[config.mk]
export PLATFORM = sky130hd
export DESIGN_NAME = rtp_rtx_to_original_rewriter_flat
export DESIGN_NICKNAME = d
export VERILOG_FILES = /design/src/rrw_pkg.sv /design/src/rrw_if.sv /design/src/rrw_ram.sv /design/src/rtp_rtx_to_original_rewriter.sv /design/src/flat_wrapper.sv
export SDC_FILE = /design/constraint.sdc
export NUM_CORES = 1
export LEC_CHECK = 0
export BUFFER_PORTS_ARGS = -buffer_cell sky130_fd_sc_hd__buf_4
export CORE_ASPECT_RATIO = 0.9
export CORE_MARGIN = 2
export CORE_UTILIZATION = 38
export DETAILED_ROUTE_END_ITERATION = 10
export PLACE_DENSITY_LB_ADDON = 0.2
export SKIP_CTS_REPAIR_TIMING = 1
export SYNTH_ARGS = -nofsm -noshare
export SYNTH_HDL_FRONTEND = slang
export SYNTH_SLANG_ARGS = --single-unit
[constraint.sdc]
create_clock -name clk -period 18.52 [get_ports clk]
set_clock_uncertainty 0.1 [all_clocks]
set_input_delay 4.63 -clock clk [delete_from_list [all_inputs] [get_ports clk]]
set_output_delay 4.63 -clock clk [all_outputs]
set_load 0.02 [all_outputs]
[src/rrw_pkg.sv]
package rrw_pkg;

  localparam int MAX_EXT_WORDS_DEF = 8;
  localparam int APT_ENTRIES_DEF   = 4;
  localparam int FID_ENTRIES_DEF   = 4;

  localparam int CFG_IDX_W = 3;
  localparam int CFG_DAT_W = 64;

  localparam logic [CFG_IDX_W-1:0] CFG_APT_MAP   = 3'd0;
  localparam logic [CFG_IDX_W-1:0] CFG_FID_PAIR0 = 3'd1;
  localparam logic [CFG_IDX_W-1:0] CFG_FID_PAIR3 = 3'd4;
  localparam logic [CFG_IDX_W-1:0] CFG_FID_COUNT = 3'd5;

  localparam int APT_ENTRY_W = 15;
  localparam int APT_MAP_W   = 60;

  localparam logic [7:0] RTCP_PT_LO = 8'd194;
  localparam logic [7:0] RTCP_PT_HI = 8'd223;

endpackage

[src/rrw_if.sv]
interface rrw_in_if;
  logic       valid;
  logic       ready;
  logic [7:0] in_byte;
  logic       in_last;
  modport source (output valid, in_byte, in_last, input ready);
  modport sink   (input valid, in_byte, in_last, output ready);
endinterface

interface rrw_out_if;
  logic       valid;
  logic       ready;
  logic [7:0] out_byte;
  logic       out_last;
  logic       run_end;
  logic       rewritten;
  modport source (output valid, out_byte, out_last, run_end, rewritten, input ready);
  modport sink   (input valid, out_byte, out_last, run_end, rewritten, output ready);
endinterface

interface rrw_cfg_if;
  logic        valid;
  logic        ready;
  logic [2:0]  index;
  logic [63:0] data;
  modport source (output valid, index, data, input ready);
  modport sink   (input valid, index, data, output ready);
endinterface

[src/rrw_ram.sv]
module rrw_ram #(
  parameter int WIDTH = 8,
  parameter int DEPTH = 48
) (
  input  logic                     clk,
  input  logic                     we,
  input  logic                     re,
  input  logic [$clog2(DEPTH)-1:0] addr,
  input  logic [WIDTH-1:0]         wdata,
  output logic [WIDTH-1:0]         rdata
);

  logic [WIDTH-1:0] mem [DEPTH];
  logic [WIDTH-1:0] rdata_r;

  always_ff @(posedge clk) begin
    if (we) begin
      mem[addr] <= wdata;
    end
    if (re) begin
      rdata_r <= mem[addr];
    end
  end

  assign rdata = rdata_r;

endmodule

[src/rtp_rtx_to_original_rewriter.sv]
// Pass-through bytes: one input beat per cycle while the output is free, result registered
// in the cycle after. Header bytes after the first go to a 16+4*MAX_EXT_WORDS byte store and
// produce no result until the header is decided; the flush then reads the store with a read
// and a data state per byte (single-port store, registered read), holding off input.
// Reset (rst_n low, synchronous) returns to start of packet and clears config, control state
// and the output beat; data registers and the store are not cleared, each is written first.
module rtp_rtx_to_original_rewriter
  import rrw_pkg::*;
#(
  parameter int MAX_EXT_WORDS = MAX_EXT_WORDS_DEF,
  parameter int APT_ENTRIES   = APT_ENTRIES_DEF,
  parameter int FID_ENTRIES   = FID_ENTRIES_DEF
) (
  input  logic       clk,
  input  logic       rst_n,
  rrw_in_if.sink     in_s,
  rrw_out_if.source  out_m,
  rrw_cfg_if.sink    cfg_s
);

  localparam int DEPTH = 16 + 4 * MAX_EXT_WORDS;
  localparam int AW    = $clog2(DEPTH);
  localparam int PW    = $clog2(DEPTH + 2);
  localparam int EW    = $clog2(MAX_EXT_WORDS + 2);

  localparam logic [2:0] PH_START   = 3'd0;
  localparam logic [2:0] PH_HDR     = 3'd1;
  localparam logic [2:0] PH_EXTHDR  = 3'd2;
  localparam logic [2:0] PH_EXT     = 3'd3;
  localparam logic [2:0] PH_OSN     = 3'd4;
  localparam logic [2:0] PH_PASS    = 3'd5;
  localparam logic [2:0] PH_PASS_RW = 3'd6;

  localparam logic [1:0] SQ_IDLE = 2'd0;
  localparam logic [1:0] SQ_RD   = 2'd1;
  localparam logic [1:0] SQ_DAT  = 2'd2;
  localparam logic [1:0] SQ_XTRA = 2'd3;

  logic [APT_MAP_W-1:0] apt_r;
  logic [63:0]          fid_r [FID_ENTRIES];
  logic [2:0]           fcnt_r;

  logic [2:0]    phase_r, phase_nxt;
  logic [PW-1:0] pos_r, pos_nxt;
  logic          ext0_r, ext0_nxt;
  logic [7:0]    b1_r, b1_nxt;
  logic [23:0]   ssrc_r, ssrc_nxt;
  logic [7:0]    lenhi_r, lenhi_nxt;
  logic [EW-1:0] extw_r, extw_nxt;
  logic [6:0]    map_r, map_nxt;
  logic [31:0]   orig_r, orig_nxt;
  logic [7:0]    osnhi_r, osnhi_nxt;
  logic [7:0]    osnlo_r, osnlo_nxt;

  logic [1:0]    seq_r, seq_nxt;
  logic [AW-1:0] idx_r, idx_nxt;
  logic [AW-1:0] end_r, end_nxt;
  logic          fl_last_r, fl_last_nxt;
  logic          fl_rw_r, fl_rw_nxt;
  logic          xtra_r, xtra_nxt;
  logic [7:0]    xb_r, xb_nxt;
  logic          xl_r, xl_nxt;

  logic          ov_r, ov_nxt;
  logic [7:0]    ob_r, ob_nxt;
  logic          ol_r, ol_nxt;
  logic          ore_r, ore_nxt;
  logic          orw_r, orw_nxt;

  logic          ram_we, ram_re;
  logic [AW-1:0] ram_addr;
  logic [7:0]    ram_rdata;

  logic          slot_free, acc;
  logic          apt_hit, fid_hit;
  logic [6:0]    apt_mapped;
  logic [31:0]   fid_orig;
  logic [31:0]   ssrc_full;
  logic [2:0]    fid_lim;
  logic [15:0]   ext_len;
  logic [PW-1:0] hl;
  logic [PW-1:0] ext_last;
  logic [7:0]    sub_byte;

  rrw_ram #(.WIDTH(8), .DEPTH(DEPTH)) u_store (
    .clk   (clk),
    .we    (ram_we),
    .re    (ram_re),
    .addr  (ram_addr),
    .wdata (in_s.in_byte),
    .rdata (ram_rdata)
  );

  assign slot_free   = !ov_r || out_m.ready;
  assign in_s.ready  = (seq_r == SQ_IDLE) && slot_free;
  assign acc         = in_s.valid && in_s.ready;
  assign cfg_s.ready = 1'b1;

  assign out_m.valid     = ov_r;
  assign out_m.out_byte  = ob_r;
  assign out_m.out_last  = ol_r;
  assign out_m.run_end   = ore_r;
  assign out_m.rewritten = orw_r;

  assign ssrc_full = {ssrc_r, in_s.in_byte};
  assign fid_lim   = (fcnt_r > 3'(FID_ENTRIES)) ? 3'(FID_ENTRIES) : fcnt_r;
  assign ext_len   = {lenhi_r, in_s.in_byte};
  assign hl        = ext0_r ? (PW'({extw_r, 2'b00}) + PW'(16)) : PW'(12);
  assign ext_last  = PW'({extw_r, 2'b00}) + PW'(15);

  always_comb begin
    apt_hit    = 1'b0;
    apt_mapped = '0;
    for (int i = APT_ENTRIES - 1; i >= 0; i--) begin
      if (apt_r[APT_ENTRY_W*i+14] && (apt_r[APT_ENTRY_W*i+7 +: 7] == b1_r[6:0])) begin
        apt_hit    = 1'b1;
        apt_mapped = apt_r[APT_ENTRY_W*i +: 7];
      end
    end
  end

  always_comb begin
    fid_hit  = 1'b0;
    fid_orig = '0;
    for (int i = FID_ENTRIES - 1; i >= 0; i--) begin
      if ((3'(i) < fid_lim) && (fid_r[i][31:0] == ssrc_full)) begin
        fid_hit  = 1'b1;
        fid_orig = fid_r[i][63:32];
      end
    end
  end

  always_comb begin
    case (idx_r)
      AW'(1):  sub_byte = {b1_r[7], map_r};
      AW'(2):  sub_byte = osnhi_r;
      AW'(3):  sub_byte = osnlo_r;
      AW'(8):  sub_byte = orig_r[31:24];
      AW'(9):  sub_byte = orig_r[23:16];
      AW'(10): sub_byte = orig_r[15:8];
      AW'(11): sub_byte = orig_r[7:0];
      default: sub_byte = ram_rdata;
    endcase
  end

  always_comb begin
    phase_nxt   = phase_r;
    pos_nxt     = pos_r;
    ext0_nxt    = ext0_r;
    b1_nxt      = b1_r;
    ssrc_nxt    = ssrc_r;
    lenhi_nxt   = lenhi_r;
    extw_nxt    = extw_r;
    map_nxt     = map_r;
    orig_nxt    = orig_r;
    osnhi_nxt   = osnhi_r;
    osnlo_nxt   = osnlo_r;
    seq_nxt     = seq_r;
    idx_nxt     = idx_r;
    end_nxt     = end_r;
    fl_last_nxt = fl_last_r;
    fl_rw_nxt   = fl_rw_r;
    xtra_nxt    = xtra_r;
    xb_nxt      = xb_r;
    xl_nxt      = xl_r;
    ov_nxt      = ov_r && !out_m.ready;
    ob_nxt      = ob_r;
    ol_nxt      = ol_r;
    ore_nxt     = ore_r;
    orw_nxt     = orw_r;
    ram_we      = 1'b0;
    ram_re      = 1'b0;
    ram_addr    = idx_r;

    case (seq_r)
      SQ_IDLE: begin
        if (acc) begin
          case (phase_r)
            PH_START: begin
              ext0_nxt  = in_s.in_byte[4];
              extw_nxt  = '0;
              ov_nxt    = 1'b1;
              ob_nxt    = in_s.in_byte;
              ol_nxt    = in_s.in_last;
              ore_nxt   = 1'b1;
              orw_nxt   = 1'b0;
              phase_nxt = PH_HDR;
              pos_nxt   = PW'(1);
            end
            PH_HDR, PH_EXTHDR, PH_EXT: begin
              ram_we   = 1'b1;
              ram_addr = pos_r[AW-1:0];
              pos_nxt  = pos_r + PW'(1);
              if (in_s.in_last) begin
                seq_nxt     = SQ_RD;
                idx_nxt     = AW'(1);
                end_nxt     = pos_r[AW-1:0];
                fl_last_nxt = 1'b1;
                fl_rw_nxt   = 1'b0;
                xtra_nxt    = 1'b0;
              end else if (phase_r == PH_HDR) begin
                if (pos_r == PW'(1)) begin
                  b1_nxt = in_s.in_byte;
                  if (in_s.in_byte inside {[RTCP_PT_LO:RTCP_PT_HI]}) begin
                    ov_nxt    = 1'b1;
                    ob_nxt    = in_s.in_byte;
                    ol_nxt    = 1'b0;
                    ore_nxt   = 1'b1;
                    orw_nxt   = 1'b0;
                    phase_nxt = PH_PASS;
                  end
                end else if (pos_r inside {PW'(8), PW'(9), PW'(10)}) begin
                  ssrc_nxt = {ssrc_r[15:0], in_s.in_byte};
                end else if (pos_r == PW'(11)) begin
                  if (apt_hit && fid_hit) begin
                    map_nxt   = apt_mapped;
                    orig_nxt  = fid_orig;
                    phase_nxt = ext0_r ? PH_EXTHDR : PH_OSN;
                  end else begin
                    seq_nxt     = SQ_RD;
                    idx_nxt     = AW'(1);
                    end_nxt     = AW'(11);
                    fl_last_nxt = 1'b0;
                    fl_rw_nxt   = 1'b0;
                    xtra_nxt    = 1'b0;
                    phase_nxt   = PH_PASS;
                  end
                end
              end else if (phase_r == PH_EXTHDR) begin
                if (pos_r == PW'(14)) begin
                  lenhi_nxt = in_s.in_byte;
                end else if (pos_r == PW'(15)) begin
                  if (ext_len > 16'(MAX_EXT_WORDS)) begin
                    seq_nxt     = SQ_RD;
                    idx_nxt     = AW'(1);
                    end_nxt     = AW'(15);
                    fl_last_nxt = 1'b0;
                    fl_rw_nxt   = 1'b0;
                    xtra_nxt    = 1'b0;
                    phase_nxt   = PH_PASS;
                  end else begin
                    extw_nxt  = ext_len[EW-1:0];
                    phase_nxt = (ext_len == 16'd0) ? PH_OSN : PH_EXT;
                  end
                end
              end else begin
                if (pos_r >= ext_last) begin
                  phase_nxt = PH_OSN;
                end
              end
            end
            PH_OSN: begin
              seq_nxt   = SQ_RD;
              idx_nxt   = AW'(1);
              end_nxt   = AW'(hl - PW'(1));
              xb_nxt    = in_s.in_byte;
              xl_nxt    = in_s.in_last;
              if (pos_r == hl) begin
                osnhi_nxt = in_s.in_byte;
                if (in_s.in_last) begin
                  fl_last_nxt = 1'b0;
                  fl_rw_nxt   = 1'b0;
                  xtra_nxt    = 1'b1;
                end else begin
                  seq_nxt = SQ_IDLE;
                  pos_nxt = pos_r + PW'(1);
                end
              end else begin
                osnlo_nxt   = in_s.in_byte;
                fl_last_nxt = in_s.in_last;
                fl_rw_nxt   = 1'b1;
                xtra_nxt    = 1'b0;
                phase_nxt   = PH_PASS_RW;
              end
            end
            default: begin
              ov_nxt  = 1'b1;
              ob_nxt  = in_s.in_byte;
              ol_nxt  = in_s.in_last;
              ore_nxt = 1'b1;
              orw_nxt = (phase_r == PH_PASS_RW);
            end
          endcase
          if (in_s.in_last) begin
            phase_nxt = PH_START;
            pos_nxt   = '0;
          end
        end
      end
      SQ_RD: begin
        ram_re  = 1'b1;
        seq_nxt = SQ_DAT;
      end
      SQ_DAT: begin
        if (slot_free) begin
          ov_nxt  = 1'b1;
          ob_nxt  = fl_rw_r ? sub_byte : ram_rdata;
          ol_nxt  = fl_last_r && (idx_r == end_r);
          ore_nxt = (idx_r == end_r) && !xtra_r;
          orw_nxt = fl_rw_r;
          if (idx_r == end_r) begin
            seq_nxt = xtra_r ? SQ_XTRA : SQ_IDLE;
          end else begin
            idx_nxt = idx_r + AW'(1);
            seq_nxt = SQ_RD;
          end
        end
      end
      default: begin
        if (slot_free) begin
          ov_nxt  = 1'b1;
          ob_nxt  = xb_r;
          ol_nxt  = xl_r;
          ore_nxt = 1'b1;
          orw_nxt = 1'b0;
          seq_nxt = SQ_IDLE;
        end
      end
    endcase
  end

  always_ff @(posedge clk) begin
    if (!rst_n) begin
      apt_r  <= '0;
      fcnt_r <= '0;
      for (int i = 0; i < FID_ENTRIES; i++) begin
        fid_r[i] <= '0;
      end
    end else if (cfg_s.valid) begin
      if (cfg_s.index == CFG_APT_MAP) begin
        apt_r <= cfg_s.data[APT_MAP_W-1:0];
      end else if (cfg_s.index == CFG_FID_COUNT) begin
        fcnt_r <= cfg_s.data[2:0];
      end else if (cfg_s.index >= CFG_FID_PAIR0 && cfg_s.index <= CFG_FID_PAIR3) begin
        for (int i = 0; i < FID_ENTRIES; i++) begin
          if (cfg_s.index == CFG_FID_PAIR0 + 3'(i)) begin
            fid_r[i] <= cfg_s.data;
          end
        end
      end
    end
  end

  always_ff @(posedge clk) begin
    if (!rst_n) begin
      phase_r <= PH_START;
      pos_r   <= '0;
      ext0_r  <= 1'b0;
      extw_r  <= '0;
      seq_r   <= SQ_IDLE;
      ov_r    <= 1'b0;
    end else begin
      phase_r <= phase_nxt;
      pos_r   <= pos_nxt;
      ext0_r  <= ext0_nxt;
      extw_r  <= extw_nxt;
      seq_r   <= seq_nxt;
      ov_r    <= ov_nxt;
    end
  end

  always_ff @(posedge clk) begin
    b1_r      <= b1_nxt;
    ssrc_r    <= ssrc_nxt;
    lenhi_r   <= lenhi_nxt;
    map_r     <= map_nxt;
    orig_r    <= orig_nxt;
    osnhi_r   <= osnhi_nxt;
    osnlo_r   <= osnlo_nxt;
    idx_r     <= idx_nxt;
    end_r     <= end_nxt;
    fl_last_r <= fl_last_nxt;
    fl_rw_r   <= fl_rw_nxt;
    xtra_r    <= xtra_nxt;
    xb_r      <= xb_nxt;
    xl_r      <= xl_nxt;
    ob_r      <= ob_nxt;
    ol_r      <= ol_nxt;
    ore_r     <= ore_nxt;
    orw_r     <= orw_nxt;
  end

endmodule

[src/flat_wrapper.sv]
// flat-port wrapper written by rule: the top's interface ports become plain ports
module rtp_rtx_to_original_rewriter_flat import rrw_pkg::*;
#(
  parameter int MAX_EXT_WORDS = MAX_EXT_WORDS_DEF,
  parameter int APT_ENTRIES   = APT_ENTRIES_DEF,
  parameter int FID_ENTRIES   = FID_ENTRIES_DEF
)
  (clk, rst_n, in_s_valid, in_s_in_byte, in_s_in_last, in_s_ready, out_m_valid, out_m_out_byte, out_m_out_last, out_m_run_end, out_m_rewritten, out_m_ready, cfg_s_valid, cfg_s_index, cfg_s_data, cfg_s_ready);
  rrw_in_if in_s_i ();
  rrw_out_if out_m_i ();
  rrw_cfg_if cfg_s_i ();
  input  logic clk;
  input  logic rst_n;
  input wire logic [$bits(in_s_i.valid)-1:0] in_s_valid;
  input wire logic [$bits(in_s_i.in_byte)-1:0] in_s_in_byte;
  input wire logic [$bits(in_s_i.in_last)-1:0] in_s_in_last;
  output wire logic [$bits(in_s_i.ready)-1:0] in_s_ready;
  output wire logic [$bits(out_m_i.valid)-1:0] out_m_valid;
  output wire logic [$bits(out_m_i.out_byte)-1:0] out_m_out_byte;
  output wire logic [$bits(out_m_i.out_last)-1:0] out_m_out_last;
  output wire logic [$bits(out_m_i.run_end)-1:0] out_m_run_end;
  output wire logic [$bits(out_m_i.rewritten)-1:0] out_m_rewritten;
  input wire logic [$bits(out_m_i.ready)-1:0] out_m_ready;
  input wire logic [$bits(cfg_s_i.valid)-1:0] cfg_s_valid;
  input wire logic [$bits(cfg_s_i.index)-1:0] cfg_s_index;
  input wire logic [$bits(cfg_s_i.data)-1:0] cfg_s_data;
  output wire logic [$bits(cfg_s_i.ready)-1:0] cfg_s_ready;
  assign in_s_i.valid = in_s_valid;
  assign in_s_i.in_byte = in_s_in_byte;
  assign in_s_i.in_last = in_s_in_last;
  assign in_s_ready = in_s_i.ready;
  assign out_m_valid = out_m_i.valid;
  assign out_m_out_byte = out_m_i.out_byte;
  assign out_m_out_last = out_m_i.out_last;
  assign out_m_run_end = out_m_i.run_end;
  assign out_m_rewritten = out_m_i.rewritten;
  assign out_m_i.ready = out_m_ready;
  assign cfg_s_i.valid = cfg_s_valid;
  assign cfg_s_i.index = cfg_s_index;
  assign cfg_s_i.data = cfg_s_data;
  assign cfg_s_ready = cfg_s_i.ready;
  rtp_rtx_to_original_rewriter #(.MAX_EXT_WORDS(MAX_EXT_WORDS), .APT_ENTRIES(APT_ENTRIES), .FID_ENTRIES(FID_ENTRIES)) u_core (.clk(clk), .rst_n(rst_n), .in_s(in_s_i), .out_m(out_m_i), .cfg_s(cfg_s_i));
endmodule
==> summary.txt, run 1 <==
Finish
  • Layout overhead on the synthesized area: 13.84%
  • Area occupied by multi-input gates: 10,640 um^2
  • Final net count: 2,796
  • Count of filler cells inserted in the layout: 8,694
  • Storage cell area: 24,960 um^2
  • Inserted Diodes: 0
  • Fraction of layout instances using a drive strength above 1: 12.96%

Critical path
  • Critical Path Fanout Max: 12
  • CP startpoint kind: input port
  • Required time of the worst setup path: 13.79 ns
  • Data arrival time of the critical path: 5.34 ns
  • Startpoint of the most critical setup path: out_m_ready
  • Startpoint of the worst-slack reg-to-reg timing path: u_core.phase_r[0]
  • Critical setup path kind: input port to output port
  • Slowest CP cell: sky130_fd_sc_hd__buf_4
  • Delay of the slowest critical-path stage: 0.22 ns
  • Endpoint kind of the worst setup timing path: output port
  • Crit-path cells: buf_4, nor2b_1, buf_4, nor3_1, buf_4
  • Cell repeated most along the worst path: sky130_fd_sc_hd__buf_4

Power
  • Post-route total power: 4.898 mW
  • Net Switching: 1.426 mW
  • Clock share of power: 35.9%
  • Ratio of total power to cell area: 118.9 nW/um^2
  • P_leak: 13.29 nW
  • Maximum ir drop on the vdd rail: 78.39 uV
  • Switching share of power: 29.11%
  • Logic pwr share: 17.4%
  • Sequential share of power: 46.8%
  • P_int: 3.472 mW

Synth
  • Predominant post-synthesis flop cell: sky130_fd_sc_hd__edfxtp_1
  • Synth top area cells: sky130_fd_sc_hd__edfxtp_1, sky130_fd_sc_hd__and2_1, sky130_fd_sc_hd__dfxtp_1, sky130_fd_sc_hd__nand2_1, sky130_fd_sc_hd__xor2_1
  • Post-Synthesis Mean Instance Area: 13.78 um^2
  • Area fraction of the dominant cell type after synthesis: 64.55%
  • Dominant combinational cell family by area after synthesis: simple AND/OR/NAND/NOR gates
  • Synthesized-area fraction occupied by and/or/nand/nor cells: 12.02%
  • Post-synthesis cell count: 2,626
  • Most numerous cell types in the synthesized netlist: sky130_fd_sc_hd__edfxtp_1, sky130_fd_sc_hd__and2_1, sky130_fd_sc_hd__nand2_1, sky130_fd_sc_hd__clkbuf_1, sky130_fd_sc_hd__nor2_1
  • Number of register bits inferred by synthesis: 858
  • Total nets after synthesis: 2,721
  • Most repeated cell in the gate-level netlist after synthesis: sky130_fd_sc_hd__edfxtp_1
  • Total of warnings raised by yosys: 0
  • Arithmetic-cell share of the synthesized area counting full adders, half adders and majority gates: 0.4840%
  • Xor/xnor share of the synthesized area: 4.235%
  • Share of the yosys chip area belonging to registers: 68.98%
  • Post-synthesis instance area: 36,190 um^2
  • Area fraction in compound gates after synthesis: 9.213%
  • Number of distinct standard cells referenced by the synthesized netlist: 78
  • Biggest area consumer among synthesized cells: sky130_fd_sc_hd__edfxtp_1
  • Number of synthesized flops with an enable pin: 778
  • Share of flip-flops with an asynchronous set or reset after synthesis: 0%
  • Multiplexer share of the synthesized area: 2.932%

Floorplanning
  • Die outline height: 296.8 um
  • I/O pin total: 95
  • Row count: 107
  • Effective utilization at floorplan: 38.29%
  • Die boundary width: 329.3 um
  • Placeable core region: 94,520 um^2
  • Die Area: 97,730 um^2

Timing
  • Final Hold Fails: 0
  • Slew Limit Headroom: 15.65%
  • Post-layout min period: 10.07 ns
  • Max Transition Viols Final: 0
  • Final worst-path cycle share: 54.36%
  • FMAX: 0.09933 GHz
  • Post-route setup TNS: 0 ns
  • RSZ-0062 raised after global routing: false
  • Setup violation total in the final timing report: 0
  • Slew of the pin with the lowest slew margin: 1.256 ns

CTS
  • Register clock-pin slew on the reported worst setup and hold paths: 0.06 ns
  • Clock sink total: 858
  • Clock tree from TritonCTS: built
  • H-tree levels: 3
  • Maximum buffer depth of the clock tree: 3
  • Skew-Pair Late Insertion Delay: 0.67 ns
  • CTS buffer count: 94
  • Clock root buffer: sky130_fd_sc_hd__clkbuf_16

Place
  • Placed wire-length estimate after detailed placement: 65.16 mm
  • Routability congestion estimate from global placement: 0.8637
  • Number of buffers inserted by port buffering: 93

GRT
  • Initial antenna violation count: 6
  • Largest net degree at the start of global routing: 84
  • Vias in the first global route: 21,886
  • Total track usage: 20.82%
  • Total global routing overflow: 0
  • Global-route wire length before repair: 151.4 mm

Routing
  • Wirelength per Cell: 25.58 um
  • Post-route DRC violation count: 0
  • Total wire length after detailed routing: 103.1 mm
  • Routed via count: 22,193
  • Number of routed nets with antenna violations: 0
  • Number of vias per cell: 5.506
  • Router iterations before antenna repair: 6
  • DR iter-0 viols: 2,357

Min path
  • Class of the tightest hold or removal check: register to register
  • Hold wc startpoint: u_core.apt_r[44]

Status
  • Outcome: complete, no violations

Run
  • Max capacitance violation total: 0
-- kinds of logic after synthesis --
family,after synthesis
AND/OR/NAND/NOR,826
AO/OA/AOI/OAI,474
multiplexers,96
flip-flops,858
buffers and inverters,182
adder cells (fa/ha/maj),14
other,1
XOR/XNOR,175
-- power groups by stage --
stage	Combinational [mW]	Sequential, mW	Clock, mW
2_1_floorplan	0.512	2.30	0
3_3_place_gp	0.833	2.33	0
3_5_place_dp	0.843	2.33	0
4_1_cts	0.846	2.29	1.78
5_1_grt	0.910	2.30	1.86
6_report	0.851	2.29	1.76
-- worst max-delay path: cells and delay by family --
kind / cells / cell delay [ns]
buffers and inverters: 3 / 0.51
and+or+nand+nor: 2 / 0.20
-- per-layer routing --
layer	track usage, %	wire length, um
met5	0	0
met4	4.177	1522
met3	3.306	6863
met2	32.41	47650
met1	30.80	47090
-- cell usage in the layout, fill, tap and decap left out, drive strengths merged, types with 6 or more instances in the layout --
master and count:
nor2b 29, xor2 92, clkbuf 124, xnor2 83, nor2 96, nand2 241
buf 140, edfxtp 778, ha 14, nor4 39, and3 6, nor3 22
a31oi 47, o21ai 77, nand4 32, nor3b 34, inv 22, a22o 28
and2 263, nand3 38, a21oi 71, a221oi 41, mux2i 49, or3 6
mux2 47, o31ai 9, a21boi 61, dfxtp 80, clkinv 47, a222oi 17
a22oi 84
-- area by class of cell --
type / instances / area share (%)
timing repair buffer: 140 / 2.551
inverter: 21 / 0.1913
multi-input combinational: 1586 / 25.83
sequential: 858 / 60.59
tap: 1253 / 3.805
clock inverter: 49 / 0.8260
clock buffer: 124 / 6.204
-- sequential cells by signal (all words and copies together), names as in the netlist, 24 cells and up --
register / cells
u_core.u_store.mem: 384
u_core.fid_r: 256
u_core.apt_r: 60
u_core.orig_r: 32
u_core.ssrc_r: 24
-- path summary, 6_finish.rpt --
| path | to | depth (start not counted) | slack [ns] |
|---|---|---|---|
| setup / recovery | in_s_ready | 5 | 8.45 |
| hold / removal | u_core.apt_r[44] | 2 | 0.37 |
| setup reg to reg | u_core.u_store.rdata[7] | 10 | 13.75 |
| hold reg to reg | u_core.apt_r[44] | 2 | 0.37 |
-- stage by stage --
step                utilization (%)  cells  worst slack [ns]  hold slack (ns)  area (um^2)
floorplan                         -   2626             8.012           0.3432        36190
global placement              40.52   3858             8.410           0.3552        38300
detailed placement            40.52   3858             8.453           0.3631        38300
CTS                           43.59   4031             8.450           0.3732        41200
global route                  43.59   4031             8.390           0.3830        41200
finish                        43.59   4031             8.453           0.3703        41200
Note: power is estimated with default switching activity, not from simulation.
==> inputs of run 2 (changes only) <==
--- a/config.mk
+++ b/config.mk
@@ -5,6 +5,7 @@
 export SDC_FILE = /design/constraint.sdc
 export NUM_CORES = 1
 export LEC_CHECK = 0
+export ABC_AREA = 1
 export BUFFER_PORTS_ARGS = -buffer_cell sky130_fd_sc_hd__buf_4
 export CORE_ASPECT_RATIO = 0.9
 export CORE_MARGIN = 2
==> constraint.sdc (replaced) <==
create_clock -name clk -period 9.5 [get_ports clk]
set_clock_uncertainty 0.1 [all_clocks]
set_input_delay 2.375 -clock clk [delete_from_list [all_inputs] [get_ports clk]]
set_output_delay 2.375 -clock clk [all_outputs]
set_load 0.02 [all_outputs]
==> summary.txt, run 2 <==
Timing
  • FMAX: 0.1615 GHz
  • Final worst-path cycle share: 65.17%
  • Post-route setup TNS: 0 ns (unchanged)
  • Slew Limit Headroom: 24.80% (+9.1 points)
  • Final Hold Slack: 0.4241 ns (+0.05380 ns)
  • Setup violation total in the final timing report: 0 (unchanged)
  • Post-route setup slack: 3.309 ns (-5.144 ns)
  • Post-layout min period: 6.191 ns
  • Slew of the pin with the lowest slew margin: 1.124 ns (-0.1317 ns)
  • Final Hold Fails: 0 (unchanged)
  • Max Transition Viols Final: 0 (unchanged)
  • RSZ-0062 raised after global routing: false

Status
  • Outcome: complete, no violations

Synth
  • Predominant post-synthesis flop cell: sky130_fd_sc_hd__edfxtp_1
  • Total nets after synthesis: 3,782 (+39%)
  • Share of the yosys chip area belonging to registers: 66.85% (-2.1 points)
  • Number of register bits inferred by synthesis: 858 (unchanged)
  • Post-synthesis cell count: 3,687 (+40%)
  • Number of distinct standard cells referenced by the synthesized netlist: 47 (-40%)
  • Total of warnings raised by yosys: 0 (unchanged)
  • Area fraction of the dominant cell type after synthesis: 62.56% (-2.0 points)
  • Share of flip-flops with an asynchronous set or reset after synthesis: 0% (unchanged)
  • Most numerous cell types in the synthesized netlist: sky130_fd_sc_hd__nand2_1, sky130_fd_sc_hd__edfxtp_1, sky130_fd_sc_hd__nor2_1, sky130_fd_sc_hd__inv_1, sky130_fd_sc_hd__a21oi_1
  • Biggest area consumer among synthesized cells: sky130_fd_sc_hd__edfxtp_1
  • Most repeated cell in the gate-level netlist after synthesis: sky130_fd_sc_hd__nand2_1
  • Synth top area cells: sky130_fd_sc_hd__edfxtp_1, sky130_fd_sc_hd__nand2_1, sky130_fd_sc_hd__nor2_1, sky130_fd_sc_hd__dfxtp_1, sky130_fd_sc_hd__a21oi_1
  • Post-Synthesis Mean Instance Area: 10.13 um^2 (-27%)
  • Number of synthesized flops with an enable pin: 778 (unchanged)
  • Post-synthesis instance area: 37,340 um^2 (+3.2%)

Place
  • Placed wire-length estimate after detailed placement: 67.38 mm (+3.4%)
  • Routability congestion estimate from global placement: 0.8862 (+2.6%)
  • Number of buffers inserted by port buffering: 93 (unchanged)
  • Setup slack at placement: 2.723 ns (-5.730 ns)
  • Instance count after placement with tap cells included: 4,943 (+28%)

Floorplanning
  • Placeable core region: 97,790 um^2 (+3.5%)
  • Die boundary width: 334.4 um (+1.6%)
  • I/O pin total: 95 (unchanged)
  • Effective utilization at floorplan: 38.19% (-0.10 points)
  • Row count: 109 (+1.9%)
  • Die outline height: 301.4 um (+1.6%)
  • Die Area: 100,800 um^2 (+3.1%)

GRT
  • Global-route wire length before repair: 162.6 mm (+7.4%)
  • Largest net degree at the start of global routing: 172 (+100%)
  • Total global routing overflow: 0 (unchanged)
  • Initial antenna violation count: 4 (-2)
  • Vias in the first global route: 25,170 (+15%)
  • Total track usage: 21.51% (+0.69 points)

CTS
  • H-tree levels: 3 (unchanged)
  • Skew-Pair Late Insertion Delay: 0.66 ns (about the same)
  • CTS buffer count: 87 (-7.4%)
  • Clock root buffer: sky130_fd_sc_hd__clkbuf_16
  • Maximum buffer depth of the clock tree: 3 (unchanged)
  • Register clock-pin slew on the reported worst setup and hold paths: 0.06 ns (about the same)
  • Clock tree from TritonCTS: built
  • Clock sink total: 858 (unchanged)

Routing
  • Router iterations before antenna repair: 5 (-1)
  • DR iter-0 viols: 2,668 (+13%)
  • Wirelength per Cell: 21.40 um (-16%)
  • Total wire length after detailed routing: 109.2 mm (+5.9%)
  • Number of routed nets with antenna violations: 0 (unchanged)
  • Post-route DRC violation count: 0 (unchanged)
  • Number of vias per cell: 5.153 (-6.4%)
  • Routed via count: 26,290 (+18%)

Finish
  • Count of non-filler cells in the finished layout: 5,102 (+27%)
  • Layout overhead on the synthesized area: 13.18%
  • Flip-flop count of the largest register after layout: 384 (unchanged)
  • Fraction of layout instances using a drive strength above 1: 7.919% (-5.0 points)
  • Final Core Density: 43.22% (-0.37 points)
  • Largest registers: u_core.u_store.mem: 384 flops, u_core.fid_r: 256 flops, u_core.apt_r: 60 flops
  • Final net count: 3,851 (+38%)
  • Largest Register: u_core.u_store.mem
  • Inserted Diodes: 0 (unchanged)
  • Most frequent cells in the layout: sky130_fd_sc_hd__nand2_1, sky130_fd_sc_hd__edfxtp_1, sky130_fd_sc_hd__nor2_1, sky130_fd_sc_hd__inv_1, sky130_fd_sc_hd__a21oi_1
  • Count of filler cells inserted in the layout: 9,311 (+7.1%)
  • Most frequent standard cell in the layout excluding fill and tap cells: sky130_fd_sc_hd__nand2_1

Critical path
  • R2R cell count: 19 (+9)
  • CP startpoint kind: input port
  • Critical Path Fanout Max: 171 (+159)
  • Critical setup path kind: input port to register
  • Endpoint kind of the worst setup timing path: register
  • Required time of the worst setup path: 9.79 ns (-4.00 ns)
  • Data arrival time of the critical path: 6.48 ns (+1.14 ns)

Power
  • Maximum ir drop on the vdd rail: 175.9 uV (+120%)
  • Ratio of total power to cell area: 250.3 nW/um^2 (+110%)
  • P_leak: 16.41 nW (+23%)

Run
  • Max capacitance violation total: 0 (unchanged)

Min path
  • Class of the tightest hold or removal check: register to register
  • Cell count of the worst hold path: 2 (unchanged)
run 2: cell count changes in the layout (fill, tap and decap cells not counted), sizes merged, moves of 49 or more:
cell / before / now
xor2: 92 / 33
o21ai: 77 / 188
nand2: 241 / 1143
and2: 263 / 0
xnor2: 83 / 34
inv: 22 / 269
a21boi: 61 / 0
nor2: 96 / 514
a22oi: 84 / 9
mux2i: 49 / 0
a21oi: 71 / 238
run 2: layout make-up:
type	instances	area, um^2	area share [%]
sequential	858	24960	59.07
multi-input combinational	2407	10810	25.58
clock buffer	120	2452	5.803
tap	1276	1597	3.778
timing repair buffer	136	1033	2.445
inverter	266	1001	2.368
clock inverter	39	406.6	0.9622
run 2: layer usage:
layer  global-route usage [%]  wire, um  up-vias
met5                        0        32        -
met4                    6.092      2714        4
met3                    3.871      7996      164
met2                    32.87     48630      957
met1                    31.37     49810    12636
li1                         -         -    12529
run 2: where the power goes:
part           total, mW  internal [mW]  switching, mW
Clock               3.49           2.00           1.49
Sequential          4.49           4.36          0.125
Combinational       2.60          0.664           1.94
Total               10.6           7.03           3.55
run 2: cells by family after synthesis:
kind of cell	count (synthesis)	share of synthesized area [%]
flops	858	66.85
other cells	1	0.01004
compound gates	513	7.616
simple gates	1812	19.02
fa+ha+maj	14	0.4691
xor+xnor	67	1.571
buf+inv	422	4.460
run 2: worst max-delay path, stage by stage:
cell                      delay (ns)
sky130_fd_sc_hd__buf_4          0.11
sky130_fd_sc_hd__nor2_1         0.29
sky130_fd_sc_hd__nor2_4         0.13
sky130_fd_sc_hd__nand2_4        0.23
sky130_fd_sc_hd__nand2_1        0.14
sky130_fd_sc_hd__o21ai_4        0.09
sky130_fd_sc_hd__buf_12         0.49
sky130_fd_sc_hd__inv_4          0.54
sky130_fd_sc_hd__buf_4          0.60
sky130_fd_sc_hd__nand2_1        0.16
sky130_fd_sc_hd__nand2_1        0.08
sky130_fd_sc_hd__nand2_1        0.06
sky130_fd_sc_hd__nand2_1        0.07
sky130_fd_sc_hd__nand2_1        0.06
sky130_fd_sc_hd__nand2_1        0.11
sky130_fd_sc_hd__nand2_1        0.08
sky130_fd_sc_hd__nand2_1        0.12
sky130_fd_sc_hd__nor2_1         0.23
sky130_fd_sc_hd__nand2_1        0.09
run 2: through the flow:
step	total power, mW	instance area, um^2
after floorplan	6.203	37340
after global placement	7.158	39400
after detailed placement	7.156	39400
after CTS	10.63	42260
after global routing	11.08	42260
final	10.58	42260
run 2: final timing paths:
kind	slack, ns	to	startpoint
hold reg to reg	0.42	u_core.orig_r[30]	u_core.fid_r[0][62]
setup / recovery	3.31	u_core.u_store.rdata[1]	out_m_ready
hold / removal	0.42	u_core.orig_r[30]	u_core.fid_r[0][62]
setup reg to reg	3.68	u_core.u_store.rdata[1]	u_core.seq_r[0]
